$ cat config.mk
export PLATFORM = sky130hd
export DESIGN_NAME = qbwt_cfg_regs
export DESIGN_NICKNAME = d
export VERILOG_FILES = /design/src/rtl/core/qbwt_pkg.sv /design/src/rtl/core/qbwt_cfg_regs.sv
export SDC_FILE = /design/constraint.sdc
export NUM_CORES = 1
export LEC_CHECK = 0
export ABC_AREA = 1
export ABC_CLOCK_PERIOD_IN_PS = 800
export BUFFER_PORTS_ARGS = -buffer_cell sky130_fd_sc_hd__buf_2
export CAP_MARGIN = 20
export CORE_MARGIN = 3
export CORE_UTILIZATION = 50
export DETAILED_ROUTE_END_ITERATION = 12
export PLACE_DENSITY = 0.78
export SLEW_MARGIN = 20
export SYNTH_ARGS = -nofsm -noshare
export SYNTH_HDL_FRONTEND = slang
export SYNTH_SLANG_ARGS = --single-unit
$ cat constraint.sdc
create_clock -name clk -period 0.8 [get_ports clk]
set_input_delay 0 -clock clk [delete_from_list [all_inputs] [get_ports clk]]
set_output_delay 0 -clock clk [all_outputs]
set_load 0.01 [all_outputs]
$ cat src/rtl/core/qbwt_pkg.sv
// shared types, constants and fixed-point helpers for the bone world transform
package qbwt_pkg;

    localparam int unsigned DATA_W    = 32;
    localparam int unsigned CFG_IDX_W = 3;
    localparam int unsigned ROT_SUM_W = 36;  // four rounded q30 products
    localparam int unsigned T_W       = 36;  // cross product term, q16.16 unsaturated
    localparam int unsigned POS_SUM_W = 39;  // offset + move + three rounded products
    localparam int unsigned PROD_W    = 68;  // widest product, 32 x 36 bits
    localparam int unsigned RND_W     = PROD_W - 30;

    localparam logic signed [DATA_W-1:0]    Q30_ONE  = 32'sh4000_0000;
    localparam logic signed [PROD_W-1:0]    RND_HALF = 68'sd536870912;
    localparam logic signed [POS_SUM_W-1:0] SAT_MAX  = 39'sd2147483647;
    localparam logic signed [POS_SUM_W-1:0] SAT_MIN  = -39'sd2147483648;

    typedef struct packed {
        logic signed [31:0] x;
        logic signed [31:0] y;
        logic signed [31:0] z;
        logic signed [31:0] w;
    } quat_t;

    typedef struct packed {
        logic signed [31:0] x;
        logic signed [31:0] y;
        logic signed [31:0] z;
    } vec_t;

    typedef struct packed {
        quat_t rot;
        vec_t  move;
    } world_t;

    typedef enum logic [CFG_IDX_W-1:0] {
        REG_ROT_X  = 3'd0,
        REG_ROT_Y  = 3'd1,
        REG_ROT_Z  = 3'd2,
        REG_ROT_W  = 3'd3,
        REG_MOVE_X = 3'd4,
        REG_MOVE_Y = 3'd5,
        REG_MOVE_Z = 3'd6
    } cfg_idx_t;

    // scale a product down by 2^30, round to nearest, ties up
    function automatic logic signed [RND_W-1:0] rnd_q30(input logic signed [PROD_W-1:0] p);
        logic signed [PROD_W-1:0] s;
        s = p + RND_HALF;
        return s[PROD_W-1:30];
    endfunction

    // clamp to the signed 32-bit range
    function automatic logic signed [DATA_W-1:0] sat32(input logic signed [POS_SUM_W-1:0] v);
        logic signed [DATA_W-1:0] r;
        if (v > SAT_MAX) begin
            r = SAT_MAX[DATA_W-1:0];
        end
        else if (v < SAT_MIN) begin
            r = SAT_MIN[DATA_W-1:0];
        end
        else begin
            r = v[DATA_W-1:0];
        end
        return r;
    endfunction

endpackage

$ cat src/rtl/core/qbwt_cfg_regs.sv
// world rotation and translation configuration registers
module qbwt_cfg_regs (
    input  logic                                clk,
    input  logic                                rst_n,
    input  logic                                cfg_we,
    input  logic [qbwt_pkg::CFG_IDX_W-1:0]      cfg_idx,
    input  logic [qbwt_pkg::DATA_W-1:0]         cfg_wdata,
    output qbwt_pkg::world_t                    world
);

    qbwt_pkg::world_t world_reg;
    qbwt_pkg::world_t world_next;

    always_comb
    begin
        world_next = world_reg;
        if (cfg_we)
        begin
            unique case (qbwt_pkg::cfg_idx_t'(cfg_idx))
                qbwt_pkg::REG_ROT_X:  world_next.rot.x  = $signed(cfg_wdata);
                qbwt_pkg::REG_ROT_Y:  world_next.rot.y  = $signed(cfg_wdata);
                qbwt_pkg::REG_ROT_Z:  world_next.rot.z  = $signed(cfg_wdata);
                qbwt_pkg::REG_ROT_W:  world_next.rot.w  = $signed(cfg_wdata);
                qbwt_pkg::REG_MOVE_X: world_next.move.x = $signed(cfg_wdata);
                qbwt_pkg::REG_MOVE_Y: world_next.move.y = $signed(cfg_wdata);
                qbwt_pkg::REG_MOVE_Z: world_next.move.z = $signed(cfg_wdata);
                default:              world_next = world_reg;  // unused index
            endcase
        end
    end

    always_ff @(posedge clk or negedge rst_n)
    begin
        if (!rst_n)
        begin
            // identity rotation, no translation
            world_reg <= '{rot:  '{x: '0, y: '0, z: '0, w: qbwt_pkg::Q30_ONE},
                           move: '{x: '0, y: '0, z: '0}};
        end
        else
        begin
            world_reg <= world_next;
        end
    end

    assign world = world_reg;

endmodule

==> results of run 1 <==
## synthesized netlist by cell type (all sizes together)
cell	instances	area (um2)
nand3	128	641
nand2	556	2090
inv	6	22.5
nor2	7	38.8
clkbuf	29	109
dfrtp	223	5580
dfstp	1	26.3
buf	27	133
## metrics by stage
stage	utilization, %	hold WS (ps)
after global routing	79.7	-53.8
final	79.7	-63.8
after detailed placement	63.2	-135
after global placement	63.2	-138
after floorplan	-	-296
after CTS	75.0	-55.4
## worst register-to-register path: cells and delay by family (launching register included)
family | cells | cell delay [ps]
buffers and inverters | 2 | 260
AND/OR/NAND/NOR | 2 | 170
flip-flops | 1 | 400
## layout make-up
cell class	count	area (um2)	share of cell area [%]
sequential	224	5610	42.0
timing repair buffer	492	3750	28.1
multi-input combinational	691	2850	21.4
clock buffer	32	679	5.08
tap	220	275	2.06
clock inverter	10	165	1.24
inverter	6	22.5	0.169
antenna	4	10.0	0.0749
## cells by family after synthesis
logic type    count (synthesis)
buf+inv                      62
flops                       224
simple gates                691
## power groups by stage
stage | clock network, W | registers [W] | logic [W]
finish | 0.0119 | 0.0149 | 0.00999
global route | 0.0125 | 0.0151 | 0.0107
CTS | 0.0118 | 0.0147 | 0.00831
detailed placement | 0 | 0.0148 | 0.00668
global placement | 0 | 0.0148 | 0.00645
floorplan | 0 | 0.0158 | 0.00193
## timing repair
action,CTS,global route
gates resized for setup,53,55
endpoints found under the hold margin,448,14
setup buffers,70,75
gates cloned,0,0
pin swaps,0,9
setup endpoints to repair,224,228
## worst max path at each step
| stage | end | startpoint | slack [ps] | cells past startpoint |
|---|---|---|---|---|
| 5_1_grt | world[126] | world[126] | -380 | 1 |
| 2_1_floorplan | world[171] | cfg_we | 40 | 6 |
| 6_report | world[126] | world[126] | -350 | 1 |
| 3_3_place_gp | world[174] | cfg_idx[2] | -200 | 6 |
| 4_1_cts | world[126] | world[126] | -370 | 1 |
| 3_5_place_dp | world[191] | cfg_idx[2] | -200 | 6 |
## metal layers
metal / up-vias / GRT usage [%] / share of wire (%)
li1: 3967 / - / -
met1: 4412 / 40.8 / 36
met2: 609 / 50.2 / 49
met3: 150 / 6.54 / 9.4
met4: 0 / 15.1 / 6.1
met5: - / 0 / 0
==> results.md, run 1 <==
- Initial Util: between 50% and 60%
- Register area share after synthesis: approximately 65%
- Synthesized instance count: 977
- Fmax: between 0.8 and 0.9 GHz
- Cell family with most CP delay: flip-flops
- Post-DP HPWL: roughly 18,000 um
- Finished Cell Area: approximately 0.013 mm2
- Synth Area in XOR/XNOR: 0%
- CP Capture Type: primary output
- Placement Setup Slack: -203 ps
- Initial antenna violation count: 4
- Mapped cell area: between 0.008 and 0.009 mm2
- WL final: 32,900 um
- Layout cell share with drive strength beyond 1: a little under two fifths
- Min setup slack post-route: -354 ps
- Worst Path Arrival: approximately 1200 ps
- Fin crit period: between 1000 and 1500 ps
- Routed WL per cell: between 15 and 20 um
- VDD IR max: ~1900 uV
- Power Dens Cells: approximately 2800 mW/mm2
- Post-Synth Simple-Gate Area: around 32%
- Longest Clk Path Bufs: 3
- Overall Power: 0.0368 W
- CP startpoint kind: flip-flop
- Critical path buffers and inverters: 1
- Most common cell after layout, fill and taps aside: nand2_1
- Inst Count DP: 1,456
- Global-route wire length before repair: 45,600 um
- Worst Skew: 0 ps
- Power Internal: 0.0258 W
- Clock power share: about 32%
- Register bit total from synthesis: 224
- RSZ-0062 raised after global routing: true
- Final setup vio count: approximately 260
- Worst skew pair latency: approximately 500 ps
- CTS Sinks: 224
- CTS Root Cell: clkbuf_16
- Total grt overflow: 0
- Syn. warnings: 0
- Die Y: 137 um
- Crit path required time: around 800 ps
- Fin Hold WS: -63.8 ps
- FF-to-FF Start: world[174]
- I/O pins: about 260
- Most frequent cells in the layout: 531 x nand2_1, 223 x dfrtp_1, 194 x buf_2, 176 x buf_4, 128 x nand3_1
- Rows: 47
- Failing checks: hold timing, setup timing
- Gr usage total: a little under a third
- Via count: between 9,000 and 10,000
- Cell Chain, Critical Path: buf_6
- Mapped Nets: roughly 1,000
- Core outline area: around 0.017 mm2
- Worst Max-Slew Pin Slew: approximately 300 ps
- Post-DP Area: 0.0106 mm2
- Reg2Reg Depth: 4
- Fraction of power consumed by sequential logic: 40.5%
- Synth Area in Compound Gates: 0%
- Number of buffers created by CTS: 23
- Starting DRC count in detailed routing: ~800
- Mean Syn Cell Area: about 8.8 um2
- Slew headroom: between 70% and 80%
- R2R Setup Slk: -140 ps
- Post-Layout Cell Count: approximately 1,700
- Die X: 137 um
- Final ANT Viol Nets: 0
- P&R area growth vs syn: 54.7%
- Mux share of post-synthesis cell area: 0%
- Pleak: around 7.6 nW
- CTS tree: built
- Maximum capacitance violations: 0
- Setup TNS: -55,100 ps
- HP Class: input port to async pin
- Sw Share: 29.9%
- Max reg flops: 224
- GP Congestion: roughly 0.84
- IO buf count: around 260
- Die ar.: between 0.015 and 0.02 mm2
- Count of cell types in the netlist: 12
- Drt pass-1 iters: 6
- Adder-cell share of the synthesized area: 0%
- Hold-fix buffers, CTS: 33
- Switch Pwr: roughly 0.011 W
- Final Cycle Share: 144%
- Combinational share of power: approximately 27%
- Fin. Hold Viols: 14
- Clock transition at the registers of the reported paths: about 70 ps
- Peak per-stage delay on the critical path: between 500 and 600 ps
- Vias in the first global route: about 8,400
- Status: finished, violations left
- H-tree depth: 1
- Via/cell ratio: 5.44
- Critical path type: flip-flop to primary output
- Nets: 1,476
- Largest family of logic cells by synthesized area: simple AND/OR/NAND/NOR gates
- Critical-path top delay cell: dfstp_2
- Slew Limit Fails: 0
- Fillers: approximately 980
- DRC errors left: 0
- Worst-path fanout max: 2
- Crit Reg-Reg Endpoint: world[174]
- Largest net degree at the start of global routing: 56
Note: power is estimated with default switching activity, not from simulation.
==> run 2: changes to the inputs <==
--- a/config.mk
+++ b/config.mk
@@ -13,6 +13,7 @@
 export CORE_UTILIZATION = 50
 export DETAILED_ROUTE_END_ITERATION = 12
 export PLACE_DENSITY = 0.78
+export SETUP_SLACK_MARGIN = 0.4
 export SLEW_MARGIN = 20
 export SYNTH_ARGS = -nofsm -noshare
 export SYNTH_HDL_FRONTEND = slang
==> run 2 against run 1 <==
The flow still finishes with violations (hold timing, setup timing). Sequential power about the same. Sequential share of layout area is 1.2 points lower. Combinational power increased by 13%. Largest cell class unchanged. Non-clock buffer count is 40 lower. Register-to-register slack improved by 40 ps.
==> results.md, run 2 (synthesis results as in run 1) <==
- Finished Core Util: 82.2% (was 79.7%)
- Starting DRC count in detailed routing: 1,006 (was 804)
- Seq. cell area: 0.00561 mm2 (unchanged)
- I/O pins: 262 (unchanged)
- Clock power share: 28.7% (was 32.3%)
- Sw Share: 30.8% (was 29.9%)
- FF-to-FF Start: world[161] (was world[174])
- Fin crit period: 1140 ps (was 1150 ps)
- Fmax: 0.878 GHz (was 0.867 GHz)
- Vias in the first global route: 8,407 (was 8,375)
- Overall Power: 0.0371 W (was 0.0368 W)
- Peak per-stage delay on the critical path: 540 ps (about the same)
- Final setup vio count: 259 (was 255)
- Die X: 137 um (unchanged)
- Switch Pwr: 0.0114 W (was 0.0110 W)
- Power Dens Cells: 2690 mW/mm2 (was 2750 mW/mm2)
- Cell Chain, Critical Path: buf_6 (unchanged)
- Post-DP HPWL: 18,800 um (was 18,500 um)
- Via count: 9,103 (was 9,138)
- Layout cell share with drive strength beyond 1: 43.3% (was 36.9%)
- Setup crit end: world[126] (unchanged)
- Initial Util: 51.5% (unchanged)
- CTS tree: built (unchanged)
- Cell family with most CP delay: flip-flops (unchanged)
- Worst skew pair latency: 500 ps (about the same)
- Drt pass-1 iters: 5 (was 6)
- VDD IR max: 1870 uV (was 1880 uV)
- Min setup slack post-route: -339 ps (was -354 ps)
- Levels on crit path: 1 (unchanged)
- RSZ-0062 raised after global routing: true (unchanged)
- Longest Clk Path Bufs: 3 (unchanged)
- Worst Skew: 0 ps (unchanged)
- H-tree depth: 1 (unchanged)
- Final ANT Viol Nets: 0 (unchanged)
- Worst Path Arrival: 1140 ps (was 1150 ps)
- DRC errors left: 0 (unchanged)
- Fraction of power consumed by sequential logic: 40.9% (was 40.5%)
- Number of buffers created by CTS: 23 (unchanged)
- Fin Hold WS: -618 ps (was -63.8 ps)
- Gr usage total: 31.0% (was 31.3%)
- Reg2Reg Depth: 4 (unchanged)
- Nets: 1,436 (was 1,476)
- Pleak: 7.61 nW (about the same)
- Multi-input logic area: 0.00313 mm2 (was 0.00285 mm2)
- R2R Setup Slk: -100 ps (was -140 ps)
- Status: finished, violations left (unchanged)
- Power Internal: 0.0256 W (was 0.0258 W)
- Clock transition at the registers of the reported paths: 70 ps (about the same)
- CTS Sinks: 224 (unchanged)
- HP Class: input port to async pin (unchanged)
- Crit path required time: 800 ps (about the same)
- Worst-path fanout max: 2 (unchanged)
- P&R area growth vs syn: 59.5% (was 54.7%)
- GP Congestion: 0.824 (was 0.843)
- Die Y: 137 um (unchanged)
- Maximum capacitance violations: 0 (unchanged)
- Combinational share of power: 30.4% (was 27.2%)
- Largest net degree at the start of global routing: 38 (was 56)
- Crit Reg-Reg Endpoint: world[161] (was world[174])
- Most frequent cells in the layout: 443 x nand2_1, 223 x dfrtp_1, 221 x buf_6, 179 x buf_2, 128 x nand3_1 (was 531 x nand2_1, 223 x dfrtp_1, 194 x buf_2, 176 x buf_4, 128 x nand3_1)
- Slew headroom: 78.1% (was 80.0%)
- Most common cell after layout, fill and taps aside: nand2_1 (unchanged)
- Slew Limit Fails: 0 (unchanged)
- Rows: 47 (unchanged)
- Final Cycle Share: 142% (was 144%)
- Worst Max-Slew Pin Slew: 328 ps (was 300 ps)
- Fin. Hold Viols: 447 (was 14)
- Critical path origin: world[126] (unchanged)
- Critical path type: flip-flop to primary output (unchanged)
- Via/cell ratio: 5.57 (was 5.44)
- WL final: 34,500 um (was 32,900 um)
- Global-route wire length before repair: 45,200 um (was 45,600 um)
- Die ar.: 0.0189 mm2 (unchanged)
- Routed WL per cell: 21.1 um (was 19.6 um)
- CP startpoint kind: flip-flop (unchanged)
- Total grt overflow: 0 (unchanged)
- CP Capture Type: primary output (unchanged)
- IO buf count: 261 (unchanged)
- Critical-path top delay cell: dfstp_2 (unchanged)
- Failing checks: hold timing, setup timing (unchanged)
- Fillers: 883 (was 975)
- Core outline area: 0.0168 mm2 (unchanged)
- # diodes: 0 (was 4)
- CTS Root Cell: clkbuf_16 (unchanged)
- Critical path buffers and inverters: 1 (unchanged)
- Initial antenna violation count: 0 (was 4)
- Max reg flops: 224 (unchanged)
==> run 2: final cells by class <==
class                           instances  share of cell area (%)
Clock buffer                           32                    4.64
Clock inverter                          8                   0.654
Inverter                                6                   0.363
Multi-Input combinational cell        691                    22.7
Sequential cell                       224                    40.7
Tap cell                              220                    2.00
Timing Repair Buffer                  452                    28.9
==> run 2: layer usage <==
metal | track usage, % | wire, um | vias to the layer above
met4 | 15.3 | 2270 | 0
li1 | - | - | 3881
met5 | 0 | 0 | -
met1 | 40.1 | 12000 | 4352
met2 | 49.6 | 16500 | 670
met3 | 6.76 | 3690 | 200
==> run 2: what timing repair did <==
action,4_1_cts,5_1_grt
resized for setup,117,234
hold endpoints to repair,448,448
endpoints found under the setup margin,448,448
pin swaps,94,72
buffers inserted,73,72
==> run 2: stage by stage <==
step	setup WS, ps	TNS (ps)	hold slack, ps	area [um2]	cells
floorplan	105	0	-296	8920	977
global placement	-216	-38390	-107	10600	1448
detailed placement	-243	-44270	-108	10600	1448
CTS	-349	-51840	-624	12300	1561
global route	-369	-59630	-620	13800	1633
finish	-339	-54080	-618	13800	1633
==> run 2: power groups by stage <==
stage	Combinational [W]	Sequential [W]	Clock, W
floorplan	0.00197	0.0158	0
global placement	0.00641	0.0148	0
detailed placement	0.00663	0.0148	0
CTS	0.00841	0.0148	0.0106
global route	0.0121	0.0153	0.0111
finish	0.0113	0.0152	0.0106
==> run 2: how the worst min path moves through the flow <==
| stage | cells past startpoint | slack (ps) | end | from |
|---|---|---|---|---|
| after global placement | 1 | -110 | world[172] | rst_n |
| final | 1 | -620 | world[178] | rst_n |
| after floorplan | 0 | -300 | world[0] | rst_n |
| after detailed placement | 1 | -110 | world[172] | rst_n |
| after global routing | 1 | -620 | world[143] | rst_n |
| after CTS | 1 | -620 | world[172] | rst_n |
==> run 3: changes to the inputs <==
--- a/config.mk
+++ b/config.mk
@@ -9,6 +9,7 @@
 export ABC_CLOCK_PERIOD_IN_PS = 800
 export BUFFER_PORTS_ARGS = -buffer_cell sky130_fd_sc_hd__buf_2
 export CAP_MARGIN = 20
+export CORE_ASPECT_RATIO = 1.75
 export CORE_MARGIN = 3
 export CORE_UTILIZATION = 50
 export DETAILED_ROUTE_END_ITERATION = 12
==> run 3 against run 2 <==
The flow still finishes with violations (hold timing, setup timing). Sequential power about the same. Combinational power about the same. Power increased by 0.38%.
==> results.md, run 3 (synthesis results as in run 1) <==
- Rows: 63 (was 47)
- Initial Util: 51.0% (was 51.5%)
- Layout cell share with drive strength beyond 1: 43.7% (was 43.3%)
- Slew headroom: 75.5% (was 78.1%)
- H-tree depth: 1 (unchanged)
- Power Dens Cells: 2700 mW/mm2 (was 2690 mW/mm2)
- Fin. Hold Viols: 448 (was 447)
- Longest Clk Path Bufs: 3 (unchanged)
- Most common cell after layout, fill and taps aside: nand2_1 (unchanged)
- Global-route wire length before repair: 45,700 um (was 45,200 um)
- Die Y: 180 um (was 137 um)
- Cell family with most CP delay: flip-flops (unchanged)
- Worst Skew: 0 ps (unchanged)
- CTS Sinks: 224 (unchanged)
- Fmax: 0.882 GHz (was 0.878 GHz)
- Peak per-stage delay on the critical path: 550 ps (was 540 ps)
- Die X: 105 um (was 137 um)
- Nets: 1,439 (was 1,436)
- Vias in the first global route: 8,502 (was 8,407)
- CTS Root Cell: clkbuf_16 (unchanged)
- P&R area growth vs syn: 59.6% (was 59.5%)
- Most frequent cells in the layout: 445 x nand2_1, 223 x dfrtp_1, 212 x buf_6, 186 x buf_2, 128 x nand3_1 (was 443 x nand2_1, 223 x dfrtp_1, 221 x buf_6, 179 x buf_2, 128 x nand3_1)
- Status: finished, violations left (unchanged)
- Via count: 8,992 (was 9,103)
- Min setup slack post-route: -334 ps (was -339 ps)
- DRC errors left: 0 (unchanged)
- Critical path buffers and inverters: 1 (unchanged)
- Fin Hold WS: -615 ps (was -618 ps)
- Largest net degree at the start of global routing: 36 (was 38)
- Worst Path Arrival: 1130 ps (was 1140 ps)
- Inst Count DP: 1,459 (was 1,448)
- Initial antenna violation count: 0 (unchanged)
- Placement Setup Slack: -266 ps (was -243 ps)
- Pleak: 7.64 nW (was 7.61 nW)
- Crit path required time: 800 ps (about the same)
- Post-Layout Cell Count: 1,642 (was 1,633)
- Worst skew pair latency: 490 ps (was 500 ps)
- Final Cycle Share: 142% (about the same)
- Core outline area: 0.0169 mm2 (was 0.0168 mm2)
- Die ar.: 0.0189 mm2 (about the same)
- Final setup vio count: 268 (was 259)
- Setup TNS: -52,880 ps (was -54,080 ps)
- Routed WL per cell: 20.6 um (was 21.1 um)
- Clock transition at the registers of the reported paths: 70 ps (about the same)
- HP Class: input port to async pin (unchanged)
- Cell Chain, Critical Path: buf_6 (unchanged)
- Critical-path top delay cell: dfstp_2 (unchanged)
- IO buf count: 261 (unchanged)
- VDD IR max: 1880 uV (was 1870 uV)
- Overall Power: 0.0372 W (was 0.0371 W)
- CTS tree: built (unchanged)
- Max reg flops: 224 (unchanged)
- GP Congestion: 0.876 (was 0.824)
- # diodes: 0 (unchanged)
- Critical path type: flip-flop to primary output (unchanged)
- Final ANT Viol Nets: 0 (unchanged)
- WL final: 33,800 um (was 34,500 um)
- Maximum capacitance violations: 0 (unchanged)
- Starting DRC count in detailed routing: 650 (was 1,006)
- Finished Core Util: 81.3% (was 82.2%)
- RSZ-0062 raised after global routing: true (unchanged)
- Number of buffers created by CTS: 20 (was 23)
- Worst-path fanout max: 2 (unchanged)
- I/O pins: 262 (unchanged)
- Total grt overflow: 0 (unchanged)
- Slew Limit Fails: 0 (unchanged)
- Gr usage total: 30.6% (was 31.0%)
- CP startpoint kind: flip-flop (unchanged)
- Via/cell ratio: 5.48 (was 5.57)
- Worst Max-Slew Pin Slew: 367 ps (was 328 ps)
- Fin crit period: 1130 ps (was 1140 ps)
- Drt pass-1 iters: 5 (unchanged)
- Failing checks: hold timing, setup timing (unchanged)
- Post-DP HPWL: 19,300 um (was 18,800 um)
- CP Capture Type: primary output (unchanged)
## run 3: changes by cell type in the layout (fill, tap and decap cells not counted), sizes merged
| cell | before | now |
|---|---|---|
| inv | 6 | 7 |
| clkinv | 6 | 7 |
| clkbuf | 33 | 24 |
| buf | 451 | 458 |
| bufinv | 2 | 4 |
## run 3: worst paths after layout
| kind | slack (ps) | start | to | depth (start not counted) |
|---|---|---|---|---|
| max in group asynchronous | 870 | rst_n | world[126] | 2 |
| worst min register to register | 470 | world[152] | world[152] | 2 |
| worst min-delay path | -620 | rst_n | world[77] | 1 |
| worst max-delay path | -330 | world[126] | world[126] | 1 |
| worst max register to register | -110 | world[174] | world[174] | 4 |
| min in group clk | -180 | cfg_wdata[0] | world[32] | 3 |
## run 3: layer usage
| layer | vias to the layer above | routed length [um] | track usage (%) |
|---|---|---|---|
| met4 | 0 | 3160 | 20.6 |
| li1 | 3885 | - | - |
| met2 | 604 | 17100 | 51.7 |
| met5 | - | 0 | 0 |
| met3 | 196 | 2810 | 5.57 |
| met1 | 4307 | 10800 | 34.9 |
## run 3: final cells by class
type / instances / area (um2)
repair buffers: 458 / 3980
clock inverters: 12 / 183
multi-input cells: 691 / 3120
clock buffers: 24 / 567
fillers: 883 / 3160
flip-flops and latches: 224 / 5610
inverters: 6 / 50.0
well taps: 227 / 284
## run 3: power breakdown
part,leakage [nW],internal (W),total [W],switching [W]
Sequential,2.82,0.0135,0.0151,0.00168
Combinational,4.46,0.00590,0.0112,0.00533
Clock,0.370,0.00643,0.0108,0.00441
Total,7.64,0.0258,0.0372,0.0114
## run 3: timing repair
action,CTS,global route
endpoints found under the hold margin,448,448
setup buffers,66,81
resized for setup,129,224
pin swaps,125,65
endpoints found under the setup margin,448,448
## run 3: stage by stage
| stage | area, um2 | hold WS [ps] |
|---|---|---|
| after global routing | 13800 | -613 |
| after floorplan | 8920 | -296 |
| after global placement | 10600 | -90.1 |
| final | 13800 | -615 |
| after detailed placement | 10600 | -91.2 |
| after CTS | 12400 | -600 |
